## config.mk

```make
export PLATFORM = sky130hd
export DESIGN_NAME = srmp_ctrl
export DESIGN_NICKNAME = d
export VERILOG_FILES = /design/src/rtl/core/srmp_pkg.sv /design/src/rtl/core/srmp_ctrl.sv
export SDC_FILE = /design/constraint.sdc
export NUM_CORES = 1
export LEC_CHECK = 0
export ABC_AREA = 1
export BUFFER_PORTS_ARGS = -buffer_cell sky130_fd_sc_hd__buf_2
export CORE_MARGIN = 2
export CORE_UTILIZATION = 55
export CTS_CLUSTER_DIAMETER = 100
export CTS_CLUSTER_SIZE = 8
export DETAILED_ROUTE_END_ITERATION = 8
export HOLD_SLACK_MARGIN = 0.05
export PLACE_DENSITY_LB_ADDON = 0.12
export SYNTH_ARGS = -nofsm -noshare
export SYNTH_HDL_FRONTEND = slang
export SYNTH_SLANG_ARGS = --single-unit
```

## constraint.sdc

```tcl
create_clock -name clk -period 6.3 [get_ports clk]
set_input_delay 1.26 -clock clk [delete_from_list [all_inputs] [get_ports clk]]
set_output_delay 1.26 -clock clk [all_outputs]
set_load 0.005 [all_outputs]
```

## src/rtl/core/srmp_pkg.sv

```systemverilog
// ----------------------------------------------------------------------------
// srmp_pkg
// Shared constants, codes and types of the stepper ramp controller.
// ----------------------------------------------------------------------------
package srmp_pkg;

	localparam int TABLE_DEPTH = 256;
	localparam int COUNT_WIDTH = 16;

	localparam int ADDR_W     = $clog2(TABLE_DEPTH);
	localparam int RELOAD_W   = 22;
	localparam int SPEED_W    = 8;
	localparam int STEP_W     = 16;
	localparam int IDLE_W     = 16;
	localparam int CFG_ADDR_W = 1;
	localparam int CFG_DATA_W = 16;
	localparam int PINS_W     = 4;
	localparam int PHASE_W    = 3;
	localparam int MODE_W     = 2;
	localparam int REM_W      = COUNT_WIDTH + 2;
	localparam int DIVISOR_W  = ADDR_W + 2;
	localparam int DIVIDEND_W = RELOAD_W + 1;
	localparam int DIV_CNT_W  = $clog2(DIVIDEND_W + 1);

	localparam logic [RELOAD_W-1:0] PERIOD_T0 = 22'd2236068;
	localparam logic [RELOAD_W-1:0] PERIOD_T1 = 22'd926179;

	localparam logic [SPEED_W-1:0] MAX_SPEED_RST    = 8'd200;
	localparam logic [IDLE_W-1:0]  IDLE_TIMEOUT_RST = 16'd300;
	localparam logic [PINS_W-1:0]  PINS_RST         = 4'd15;

	localparam logic [MODE_W-1:0] MODE_START = 2'd0;
	localparam logic [MODE_W-1:0] MODE_STEP  = 2'd1;
	localparam logic [MODE_W-1:0] MODE_TICK  = 2'd2;

	localparam logic [CFG_ADDR_W-1:0] REG_MAX_SPEED    = 1'd0;
	localparam logic [CFG_ADDR_W-1:0] REG_IDLE_TIMEOUT = 1'd1;

	typedef struct packed {
		logic              en;
		logic [ADDR_W-1:0] addr;
	} tbl_rd_t;

	typedef struct packed {
		logic [PINS_W-1:0]  pins;
		logic               running;
		logic [SPEED_W-1:0] speed;
		logic               use_tbl;
	} s1_item_t;

	typedef struct packed {
		logic [SPEED_W-1:0]  speed;
		logic                running;
		logic [RELOAD_W-1:0] reload;
		logic [PINS_W-1:0]   pins;
	} result_t;

	function automatic logic [PINS_W-1:0] phase_to_pins(input logic [PHASE_W-1:0] ph);
		logic [PINS_W-1:0] p;
		unique case (ph)
			3'd0: p = 4'd15;
			3'd1: p = 4'd3;
			3'd2: p = 4'd11;
			3'd3: p = 4'd8;
			3'd4: p = 4'd10;
			3'd5: p = 4'd2;
			3'd6: p = 4'd14;
			3'd7: p = 4'd12;
		endcase
		return p;
	endfunction

endpackage

```

## src/rtl/core/srmp_ctrl.sv

```systemverilog
// ----------------------------------------------------------------------------
// srmp_ctrl
// Move state, ramp update, table lookup stage and result register.
// ----------------------------------------------------------------------------
module srmp_ctrl (
	input  logic                                clk,
	input  logic                                arst_n,
	input  logic                                cfg_we,
	input  logic [srmp_pkg::CFG_ADDR_W-1:0]     cfg_addr,
	input  logic [srmp_pkg::CFG_DATA_W-1:0]     cfg_wdata,
	input  logic                                in_valid,
	output logic                                in_ready,
	input  logic [srmp_pkg::MODE_W-1:0]         mode,
	input  logic [srmp_pkg::STEP_W-1:0]         step_count,
	input  logic                                direction,
	output logic                                out_valid,
	input  logic                                out_ready,
	output srmp_pkg::result_t                   result,
	output srmp_pkg::tbl_rd_t                   tbl_rd,
	input  logic [srmp_pkg::RELOAD_W-1:0]       tbl_data,
	input  logic                                tbl_ready
);

	logic [srmp_pkg::SPEED_W-1:0]       max_speed_q;
	logic [srmp_pkg::IDLE_W-1:0]        timeout_q;
	logic                               run_q;
	logic                               dir_q;
	logic [srmp_pkg::COUNT_WIDTH-1:0]   target_q;
	logic [srmp_pkg::COUNT_WIDTH-1:0]   done_q;
	logic [srmp_pkg::SPEED_W-1:0]       speed_q;
	logic [srmp_pkg::PHASE_W-1:0]       phase_q;
	logic [srmp_pkg::PINS_W-1:0]        pins_q;
	logic [srmp_pkg::RELOAD_W-1:0]      reload_q;
	logic [srmp_pkg::IDLE_W-1:0]        idle_q;

	logic                               s1_v;
	srmp_pkg::s1_item_t                 item_s1;
	logic                               out_v;
	srmp_pkg::result_t                  out_q;

	logic                               run_n;
	logic                               dir_n;
	logic [srmp_pkg::COUNT_WIDTH-1:0]   target_n;
	logic [srmp_pkg::COUNT_WIDTH-1:0]   done_n;
	logic [srmp_pkg::COUNT_WIDTH-1:0]   done_inc;
	logic [srmp_pkg::SPEED_W-1:0]       speed_n;
	logic [srmp_pkg::SPEED_W-1:0]       spd_ramp;
	logic [srmp_pkg::SPEED_W-1:0]       spd_dec;
	logic [srmp_pkg::PHASE_W-1:0]       phase_n;
	logic [srmp_pkg::PINS_W-1:0]        pins_n;
	logic [srmp_pkg::IDLE_W-1:0]        idle_n;
	logic signed [srmp_pkg::REM_W-1:0]  rem_s;
	logic signed [srmp_pkg::REM_W-1:0]  spd_s;
	logic                               use_tbl;
	logic [srmp_pkg::ADDR_W-1:0]        rd_addr;
	logic                               acc;
	logic                               s1_go;

	assign s1_go    = s1_v && (!out_v || out_ready);
	assign in_ready = tbl_ready && (!s1_v || s1_go);
	assign acc      = in_valid && in_ready;

	assign done_inc = done_q + srmp_pkg::COUNT_WIDTH'(1);
	assign spd_dec  = (speed_q == '0) ? '0 : speed_q - srmp_pkg::SPEED_W'(1);
	assign rem_s    = srmp_pkg::REM_W'(target_q) - srmp_pkg::REM_W'(done_q);
	assign spd_s    = srmp_pkg::REM_W'(speed_q);

	always_comb begin
		run_n    = run_q;
		dir_n    = dir_q;
		target_n = target_q;
		done_n   = done_q;
		speed_n  = speed_q;
		phase_n  = phase_q;
		pins_n   = pins_q;
		idle_n   = idle_q;
		use_tbl  = 1'b0;
		spd_ramp = spd_dec;
		rd_addr  = '0;
		unique case (mode)
			srmp_pkg::MODE_START: begin
				target_n = srmp_pkg::COUNT_WIDTH'(step_count);
				dir_n    = direction;
				run_n    = 1'b1;
			end
			srmp_pkg::MODE_STEP: begin
				if (!run_q) begin
					target_n = '0;
					done_n   = '0;
					speed_n  = '0;
				end else begin
					phase_n = dir_q ? phase_q - srmp_pkg::PHASE_W'(1)
					                : phase_q + srmp_pkg::PHASE_W'(1);
					pins_n  = srmp_pkg::phase_to_pins(phase_n);
					if (rem_s <= spd_s) begin
						spd_ramp = spd_dec;
					end else if (speed_q < max_speed_q) begin
						spd_ramp = speed_q + srmp_pkg::SPEED_W'(1);
					end else begin
						spd_ramp = spd_dec;
					end
					if (int'(spd_ramp) > srmp_pkg::TABLE_DEPTH - 1) begin
						rd_addr = srmp_pkg::ADDR_W'(srmp_pkg::TABLE_DEPTH - 1);
					end else begin
						rd_addr = srmp_pkg::ADDR_W'(spd_ramp);
					end
					use_tbl = 1'b1;
					if (done_inc >= target_q) begin
						run_n    = 1'b0;
						target_n = '0;
						done_n   = '0;
						speed_n  = '0;
					end else begin
						done_n  = done_inc;
						speed_n = spd_ramp;
					end
				end
			end
			srmp_pkg::MODE_TICK: begin
				if (!run_q) begin
					if (idle_q != '1) begin
						idle_n = idle_q + srmp_pkg::IDLE_W'(1);
					end
				end else begin
					idle_n = '0;
				end
				if (idle_n >= timeout_q) begin
					pins_n = '0;
				end
			end
			default: ;
		endcase
	end

	assign tbl_rd.en   = acc && use_tbl;
	assign tbl_rd.addr = rd_addr;

	always_ff @(posedge clk or negedge arst_n) begin
		if (!arst_n) begin
			max_speed_q <= srmp_pkg::MAX_SPEED_RST;
			timeout_q   <= srmp_pkg::IDLE_TIMEOUT_RST;
			run_q       <= 1'b0;
			dir_q       <= 1'b0;
			target_q    <= '0;
			done_q      <= '0;
			speed_q     <= '0;
			phase_q     <= '0;
			pins_q      <= srmp_pkg::PINS_RST;
			reload_q    <= srmp_pkg::PERIOD_T0;
			idle_q      <= '0;
			s1_v        <= 1'b0;
			out_v       <= 1'b0;
		end else begin
			if (cfg_we) begin
				unique case (cfg_addr)
					srmp_pkg::REG_MAX_SPEED:    max_speed_q <= cfg_wdata[srmp_pkg::SPEED_W-1:0];
					srmp_pkg::REG_IDLE_TIMEOUT: timeout_q   <= cfg_wdata;
				endcase
			end
			if (acc) begin
				run_q    <= run_n;
				dir_q    <= dir_n;
				target_q <= target_n;
				done_q   <= done_n;
				speed_q  <= speed_n;
				phase_q  <= phase_n;
				pins_q   <= pins_n;
				idle_q   <= idle_n;
			end
			if (s1_go && item_s1.use_tbl) begin
				reload_q <= tbl_data;
			end
			if (acc) begin
				s1_v <= 1'b1;
			end else if (s1_go) begin
				s1_v <= 1'b0;
			end
			if (s1_go) begin
				out_v <= 1'b1;
			end else if (out_ready) begin
				out_v <= 1'b0;
			end
		end
	end

	always_ff @(posedge clk) begin
		if (acc) begin
			item_s1.pins    <= pins_n;
			item_s1.running <= run_n;
			item_s1.speed   <= speed_n;
			item_s1.use_tbl <= use_tbl;
		end
		if (s1_go) begin
			out_q.pins    <= item_s1.pins;
			out_q.running <= item_s1.running;
			out_q.speed   <= item_s1.speed;
			out_q.reload  <= item_s1.use_tbl ? tbl_data : reload_q;
		end
	end

	assign out_valid = out_v;
	assign result    = out_q;

`ifndef SYNTHESIS
	a_stopped_clear: assert property (@(posedge clk) disable iff (!arst_n)
		!run_q |-> (speed_q == '0 && done_q == '0))
		else $error("stopped with nonzero speed or step count");

	a_reload_load: assert property (@(posedge clk) disable iff (!arst_n)
		s1_go && item_s1.use_tbl |=> reload_q == $past(tbl_data))
		else $error("reload not taken from table");

	a_phase_fwd: assert property (@(posedge clk) disable iff (!arst_n)
		acc && mode == srmp_pkg::MODE_STEP && run_q && !dir_q
		|=> phase_q == srmp_pkg::PHASE_W'($past(phase_q) + srmp_pkg::PHASE_W'(1)))
		else $error("forward step did not advance phase");
`endif

endmodule

```

Word-level counts from Yosys, hierarchy flattened:

Memories as Yosys holds them, arrays and structs flattened.
Cells that the tools add are included.

* bits in registers: 162
* latch bits: 0
* RAM bits: 0
* bits in read-only memories: 32
* input bits: 64
* output and inout port bits: 46
* memories: 1

Memories
* (no name shown): depth 8, width 4, read ports 1, clocked after Yosys merged registers in 0, write ports 0, RTL line srmp_pkg.sv:60 `unique case (ph)`

* add/subtract/negate cells: 7
* multipliers: 0
* divide/modulo/power cells: 0
* magnitude comparators: 4
* equal/unequal tests: 4
* shift operators: 0
* mux-type cells: 30
* bitwise gates (word level): 1
* reduce and logical (&&, ||, !) cells: 21

Operator list (number)
* 16-bit 2-to-1 mux: 7
* 8-bit 2-to-1 mux: 8
* 16-bit by 1-bit adder with 16-bit output, second input constant: 2
* 16-bit greater-or-equal comparator: 2
* 16-bit one-hot mux with 2 select lines: 1
* 22-bit 2-to-1 mux: 1
* 17-bit by 9-bit <= comparator with 1-bit output: 1
* 16-bit by 16-bit subtractor with 17-bit output: 1
* 16-bit inequality test, second input constant: 1
* 2-bit AND reduction: 5
* 8-bit by 1-bit adder with 8-bit output, second input constant: 1
* 8-bit zero test: 1
* 8-bit < comparator: 1
* 1-bit 2-to-1 mux: 8
* 4-bit 2-to-1 mux: 2
* 4-bit one-hot mux with 2 select lines: 1
* 8-bit by 1-bit subtractor with 8-bit output, second input constant: 1
* 3-bit AND reduction: 2
* 2-bit nonzero test: 3
* 1-bit logical AND: 5
* 3-bit by 1-bit adder with 3-bit output, second input constant: 1
* 3-bit 2-to-1 mux: 1
* 3-bit inequality test, second input constant: 1
* 3-bit by 1-bit subtractor with 3-bit output, second input constant: 1
* 7 further kinds: 9

Logic depth before layout (Yosys ltp):

Gate-level depths: netlist of run 1.

* depth in word-level cells: 7
* depth in mapped cells: 24
* depth with buffers taken out: 24

Worst setup path after synthesis of run 1:

No wires, ideal clock.

* kind: input-to-reg
* from: input port out_ready
* to: register reload_q[3] (netlist name)
* setup time: 0.130 ns
* data arrival time: 3.962 ns
* path slack: 2.209 ns
* stages: 6
* path buffers: 1
* cells stage by stage: inv_1 a21oi_1 nand2_1 clkbuf_1 nand2_1 o21ai_0

* cells in the longest elaborated chain, start to end: 3

Ends and longest elaborated chain
* from (decl): RTL line srmp_ctrl.sv:17 `input logic out_ready,`
* 1-bit logical OR: RTL line srmp_ctrl.sv:59 `assign s1_go = s1_v && (!out_v || out_ready);`
* 1-bit logical AND: RTL line srmp_ctrl.sv:59
* via s1_go: RTL line srmp_ctrl.sv:57 `logic s1_go;`
* 1-bit logical AND: RTL line srmp_ctrl.sv:170 `if (s1_go && item_s1.use_tbl) begin`
* to (signal assigned): RTL line srmp_ctrl.sv:149 `reload_q <= srmp_pkg::PERIOD_T0;`
* to (signal assigned): RTL line srmp_ctrl.sv:171 `reload_q <= tbl_data;`
* to (decl): RTL line srmp_ctrl.sv:33 `logic [srmp_pkg::RELOAD_W-1:0] reload_q;`

The timed path passes the listed nets, and every way through them passes these cells.
A chain may end at the register's enable or synchronous reset.

==> key figures, run 1 <==
Finish
  • Final #Nets: 1460
  • Share of cells above drive strength 1: 17.5%
  • Most frequent cells in the layout: nand2_1, inv_1, o21ai_0
  • # diodes: 0
  • Fillers: 1513
  • Fin util: 64.4%
  • Area Growth Syn to Fin: 13.7%
  • Commonest non-fill, non-tap cell in the layout: nand2_1

Worst setup path
  • CP max-delay cell: dfrtp_1
  • Crit end category: primary output
  • CP startpoint kind: flip-flop
  • Arr. time, crit path: 3590 ps
  • WP buf/inv: 2
  • Critical Path Fanout Max: 9
  • Crit path max-delay family: simple AND/OR/NAND/NOR gates
  • Critical Path Most Common Cell: nand2_1
  • Slowest cell delay on critical path: 440 ps
  • CP cell instances: ha_1 -> fa_1 -> inv_1 -> nand3_1 -> nand3_1 -> xor2_1 -> ha_1 -> nand2_1 -> nor2_1 -> nand2_1 -> nand3_1 -> nand2_1 -> nand2_1 -> a21oi_1 -> nor2_1 -> nor2_4 -> nand2_4 -> nand2_4 -> nand2_2 -> nand2_2 -> nor2_1 -> buf_2
  • Crit Path Category: reg2out
  • Worst path required time: 5040 ps

Route
  • DR vias/cell: 5.16
  • Avg WL per Cell: 13.9 um
  • Initial DRC count: 377
  • Via Count: 8029
  • WL final: 21600 um
  • ANT nets after route: 0
  • First-pass DRT Iterations: 5
  • # DRC: 0

Global route
  • Initial antenna violation count: 0
  • Congestion Overflow GR: 0
  • First-pass GRT wire length: 36100 um
  • Total track usage: 24.1%
  • Pin count of the biggest net entering global routing: 71
  • Vias in the first global route: 7445

Clock network
  • CTS hold repair buffers: 0
  • Clk pin slew, worst setup/hold paths: 70 ps
  • Clk_lat worst skew: 430 ps
  • Setup Fix Bufs, Post-CTS: 0
  • CTS root buffer: clkbuf_16
  • TritonCTS clock tree: built
  • CTS Buf Count: 17
  • Clk sink count: 162
  • CTS max path bufs: 2
  • H-tree levels: 4
  • Quantity of gates resized following cts: 0

Timing
  • Total negative slack: 0 ps
  • Minimum clock period: 4850 ps
  • Highest Clock Rate: 206 MHz
  • Worst Max-Slew Pin Slew: 1160 ps
  • Slew Viols, Final: 0
  • Max transition margin: 22.2%
  • Hold Slack: 414 ps
  • RSZ-0062 raised after global routing: no
  • Hold Vio Cnt, Final: 0
  • Period utilisation layout: 77.0%
  • Clock Skew: 11.4 ps
  • Setup Viol. Count Final: 0

Yosys
  • Library cells used by synthesis: 50
  • Synth warn: 0
  • Async S/R FF share, synth: 69.8%
  • Top_reg_cell synth: dfrtp_1
  • Register area share after synthesis: 43.8%
  • Mapped Cells: 1216
  • Count of flip-flops with a built-in enable after synthesis: 49
  • Syn Nets: 1357
  • Syn_area_per_cell: 8.12 um^2
  • Mapped Area: 0.00987 mm^2
  • FF+latch count, synth: 162

Outcome
  • Status: completed

Power
  • Internal Pwr Total: 2.73 mW
  • Switch Pwr: 2.01 mW
  • Cell Pwr Density: 423 mW/mm^2
  • Sequential group share of total power: 32.1%
  • Power Total: 4.74 mW
  • Peak VDD IR: 0.000290 V
  • Switch share: 42.4%
  • Comb power frac: 45.7%
  • Clk pwr share: 22.2%
  • Leak: 5.65 nW

Placed design
  • Final HPWL DP: 16100 um
  • Routability congestion estimate from global placement: 0.924
  • Port bufs: 109

Die
  • Die W: 138 um
  • Core Footprint: 0.0174 mm^2
  • Initial Util: 56.7%
  • Die Area: 0.0190 mm^2
  • FP Rows: 48
  • Io pins: 110
  • Die H: 138 um

Hold path
  • Hold crit path type: reg2reg

Job
  • Maxcap violations: 0
## synth_stat cells (3+ instances only)
library cell | number | area share, %
nand2_1 | 263 | 10
inv_1 | 195 | 7.4
o21ai_0 | 111 | 5.6
dfrtp_1 | 93 | 24
a21oi_1 | 76 | 3.9
ha_1 | 75 | 9.5
nor2_1 | 75 | 2.9
nand3_1 | 63 | 3.2
edfxtp_1 | 49 | 15
xor2_1 | 25 | 2.2
clkbuf_1 | 21 | 0.80
nand2_2 | 21 | 1.3
dfstp_2 | 20 | 5.3
nor3_1 | 18 | 0.91
nand4_1 | 15 | 0.95
inv_2 | 9 | 0.34
o21ai_2 | 8 | 0.71
o22ai_1 | 8 | 0.51
nor2_2 | 7 | 0.44
o21ai_1 | 6 | 0.30
a31oi_1 | 5 | 0.32
buf_2 | 5 | 0.25
nor2_4 | 4 | 0.46
nand2_4 | 3 | 0.34
o211ai_1 | 3 | 0.23
## state kept, by name, summed over array words and instances (netlist names)
| name | flops |
|---|---|
| dir_q | 1 |
| done_q | 16 |
| idle_q | 16 |
| item_s1 | 14 |
| max_speed_q | 8 |
| out_valid | 1 |
| phase_q | 3 |
| pins_q | 4 |
| reload_q | 22 |
| result | 35 |
| run_q | 1 |
| s1_v | 1 |
| speed_q | 8 |
| target_q | 16 |
| timeout_q | 16 |
## power by group through the flow
stage | clock network (mW) | registers [mW] | logic (mW)
after floorplan | 0 | 1.47 | 1.73
after global placement | 0 | 1.53 | 2.10
after detailed placement | 0 | 1.54 | 2.15
after CTS | 1.07 | 1.52 | 2.17
after global routing | 1.11 | 1.55 | 2.52
final | 1.05 | 1.52 | 2.17
## logic make-up (layout without fill, tap and decap cells)
kind of cell             Yosys count  count (layout)  synth area share [%]
AO/OA/AOI/OAI                    228             228                  12.5
XOR/XNOR                          27              27                  2.40
buffers and inverters            236             352                  9.18
AND/OR/NAND/NOR                  484             484                  21.9
multiplexers                       2               2                 0.228
adder cells (fa/ha/maj)           77              77                  9.92
flip-flops                       162             162                  43.8
## layer usage
metal  track usage [%]  up-vias  share of wire (%)
li1                  -     4167                  -
met1              34.5     3658                 49
met2              38.2      186                 45
met3              4.17       18                4.6
met4              6.01        0                1.2
met5                 0        -                  0
## final cells by class
| type | instances | area [um^2] | share of cell area (%) |
|---|---|---|---|
| clock buffers | 17 | 425 | 3.79 |
| repair buffers | 114 | 586 | 5.22 |
| well taps | 225 | 282 | 2.51 |
| multi-input cells | 818 | 4650 | 41.5 |
| inverters | 206 | 776 | 6.92 |
| clock inverters | 15 | 175 | 1.56 |
| flip-flops and latches | 162 | 4320 | 38.5 |
## metrics by stage
step,cell area (um^2),worst slack (ps),std cells
floorplan,9870,2210,1216
global placement,10600,1980,1525
detailed placement,10600,1920,1525
CTS,11200,1420,1557
global route,11200,1090,1557
finish,11200,1450,1557
## path summary, 6_finish.rpt
check                           startpoint         end  slack (ps)  cells after the start
worst max-delay path             done_q[0]   tbl_rd[5]        1450                     22
worst min-delay path            item_s1[8]  result[34]         410                      0
worst max register to register   done_q[0]  speed_q[7]        2290                     20
worst min register to register  item_s1[8]  result[34]         410                      0
max in group asynchronous           arst_n   done_q[1]        4150                      2
min in group asynchronous           arst_n   out_valid         820                      1
No activity file was read; power rests on OpenSTA's default activity.
==> run 2, diff against run 1 <==
--- a/config.mk
+++ b/config.mk
@@ -8,7 +8,7 @@
 export ABC_AREA = 1
 export BUFFER_PORTS_ARGS = -buffer_cell sky130_fd_sc_hd__buf_2
 export CORE_MARGIN = 2
-export CORE_UTILIZATION = 55
+export CORE_UTILIZATION = 54
 export CTS_CLUSTER_DIAMETER = 100
 export CTS_CLUSTER_SIZE = 8
 export DETAILED_ROUTE_END_ITERATION = 8
==> constraint.sdc (replaced) <==
create_clock -name clk -period 4.05 [get_ports clk]
set_input_delay 0.81 -clock clk [delete_from_list [all_inputs] [get_ports clk]]
set_output_delay 0.81 -clock clk [all_outputs]
set_load 0.005 [all_outputs]
==> key figures, run 2 (synthesis gave the netlist of run 1 again) <==
Timing
  • Total negative slack: -569 ps (-569 ps)
  • Minimum clock period: 4130 ps
  • RSZ-0062 raised after global routing: yes
  • Slew Viols, Final: 0 (unchanged)
  • Clock Skew: 11.9 ps (+0.494 ps)
  • Hold Vio Cnt, Final: 0 (unchanged)
  • Setup ws final: -82.7 ps (-1530 ps)
  • Setup Viol. Count Final: 9 (+9)
  • Period utilisation layout: 102%
  • Max transition margin: 21.6% (-0.64 points)
  • Worst Max-Slew Pin Slew: 1170 ps (+9.57 ps)
  • Highest Clock Rate: 242 MHz

Worst setup path
  • CP cell instances: inv_2 -> ha_4 -> fa_2 -> inv_2 -> nand3_2 -> nand3_2 -> xor2_1 -> ha_1 -> nand2_2 -> nor2_1 -> nand2_1 -> nand3_1 -> nand2_1 -> nand2_1 -> a21oi_2 -> nor2_2 -> nor2_4 -> nand2_4 -> nand2_8 -> nand2_2 -> nand2_2 -> nor2_2 -> buf_2
  • Crit end category: primary output
  • Arr. time, crit path: 3320 ps (-270 ps)
  • Reg2Reg Capture Point: item_s1[7]
  • Slowest cell delay on critical path: 370 ps (-70 ps)
  • CP startpoint kind: flip-flop
  • Crit Path Category: reg2out
  • Crit path max-delay family: simple AND/OR/NAND/NOR gates
  • CP max-delay cell: dfrtp_1
  • Critical Path Fanout Max: 6 (-3)
  • Register-to-register setup slack: -30 ps (-2320 ps)
  • Worst R2R Path Depth: 32 (+60%)
  • Worst path required time: 3240 ps (-1800 ps)
  • WP buf/inv: 3 (+1)
  • Reg2Reg Launch Point: target_q[0]

Placed design
  • Setup WS pre-CTS: 122 ps (-1800 ps)
  • Final HPWL DP: 15900 um (-1.1%)
  • Port bufs: 109 (unchanged)
  • Placed cells: 1534 (+0.59%)
  • Routability congestion estimate from global placement: 0.889 (-3.9%)

Clock network
  • Clk pin slew, worst setup/hold paths: 70 ps (about the same)
  • CTS Buf Count: 17 (unchanged)
  • CTS max path bufs: 2 (unchanged)
  • TritonCTS clock tree: built
  • H-tree levels: 4 (unchanged)
  • CTS root buffer: clkbuf_16
  • Clk sink count: 162 (unchanged)
  • Clk_lat worst skew: 430 ps (about the same)
  • CTS hold repair buffers: 0 (unchanged)

Die
  • Die Area: 0.0194 mm^2 (+1.8%)
  • Io pins: 110 (unchanged)
  • Initial Util: 54.9% (-1.7 points)
  • FP Rows: 49 (+2.1%)
  • Core Footprint: 0.0180 mm^2 (+3.1%)
  • Die H: 139 um (+0.90%)
  • Die W: 139 um (+0.90%)

Outcome
  • Failing checks: setup timing
  • Status: finished, violations left

Finish
  • Commonest non-fill, non-tap cell in the layout: nand2_1
  • Share of cells above drive strength 1: 21.9% (+4.4 points)
  • FF+latch area: 0.00433 mm^2 (about the same)
  • # diodes: 0 (unchanged)
  • Area Growth Syn to Fin: 17.9%
  • Max reg flops: 35 (unchanged)
  • Fin cells: 1599 (+2.7%)
  • Final #Nets: 1498 (+2.6%)
  • Fillers: 1573 (+4.0%)
  • Most frequent cells in the layout: nand2_1, inv_1, o21ai_0
  • Multi-input gate area: 0.00482 mm^2 (+3.6%)

Global route
  • Pin count of the biggest net entering global routing: 114 (+61%)
  • First-pass GRT wire length: 37200 um (+3.2%)
  • Initial antenna violation count: 0 (unchanged)
  • Total track usage: 23.4% (-0.65 points)
  • Vias in the first global route: 7682 (+3.2%)
  • Congestion Overflow GR: 0 (unchanged)

Route
  • ANT nets after route: 0 (unchanged)
  • Initial DRC count: 634 (+68%)
  • WL final: 22200 um (+2.7%)
  • DR vias/cell: 5.15 (about the same)
  • # DRC: 0 (unchanged)
  • Via Count: 8240 (+2.6%)
  • First-pass DRT Iterations: 5 (unchanged)
  • Avg WL per Cell: 13.9 um (about the same)

Power
  • Cell Pwr Density: 703 mW/mm^2 (+66%)
  • Leak: 5.85 nW (+3.4%)
  • Peak VDD IR: 0.000514 V (+77%)

Hold path
  • Hold crit path type: in2async

Job
  • Maxcap violations: 0 (unchanged)
[run 2: cell types whose count changed in the layout (fill, tap and decap cells not counted), sizes merged]
cell and change:
buf +37, bufinv -2, clkbuf +3, clkinv -3, clkinvlp +1, inv +1, nand2 +1
[run 2: report_power, final]
part / internal (mW) / switching (mW)
clock network: 0.813 / 0.689
registers: 2.08 / 0.295
logic: 1.82 / 2.47
total: 4.72 / 3.46
[run 2: per-layer routing]
layer,global-route usage [%],vias up,part of all wire (%)
met5,0,-,0
met4,5.79,0,1.1
met3,3.52,18,4.2
met2,36.0,199,44
met1,35.2,3776,51
li1,-,4247,-
[run 2: worst max-delay path by stage]
| stage | from | cells past startpoint | endpoint |
|---|---|---|---|
| global route | target_q[0] | 23 | tbl_rd[0] |
| finish | target_q[0] | 23 | tbl_rd[0] |
| detailed placement | target_q[0] | 23 | tbl_rd[1] |
| CTS | done_q[0] | 22 | tbl_rd[3] |
| global placement | target_q[0] | 23 | tbl_rd[2] |
| floorplan | out_ready | 6 | reload_q[3] |
[run 2: layout make-up]
cell class	instances	area share, %
Clock buffer	20	3.84
Timing Repair Buffer	151	7.64
Sequential cell	162	37.2
Clock inverter	12	0.828
Multi-Input combinational cell	819	41.4
Tap cell	229	2.46
Inverter	206	6.67
[run 2: worst register-to-register path: cells and delay by family (launching register included)]
| family | cells | cell delay [ps] |
|---|---|---|
| AO/OA/AOI/OAI | 1 | 130 |
| adder cells (fa/ha/maj) | 2 | 340 |
| buffers and inverters | 17 | 1970 |
| flip-flops | 1 | 390 |
| AND/OR/NAND/NOR | 12 | 1090 |
[run 2: timing repair]
action                                  4_1_cts  5_1_grt
buffers inserted                             26        6
gates resized for setup                      26       14
endpoints found under the setup margin        8        9
pin swaps                                    11       10
gates cloned                                  1        0
[run 2: per-stage QoR]
step                      instance area, um^2  util, %  hold WS [ps]  total power, mW
after global routing                    11600     64.8           421             8.85
after CTS                               11500     64.2           419             7.91
after detailed placement                10700     59.5           406             5.76
final                                   11600     64.8           350             8.18
after global placement                  10700     59.5           402             5.68
after floorplan                          9870        -           400             4.98
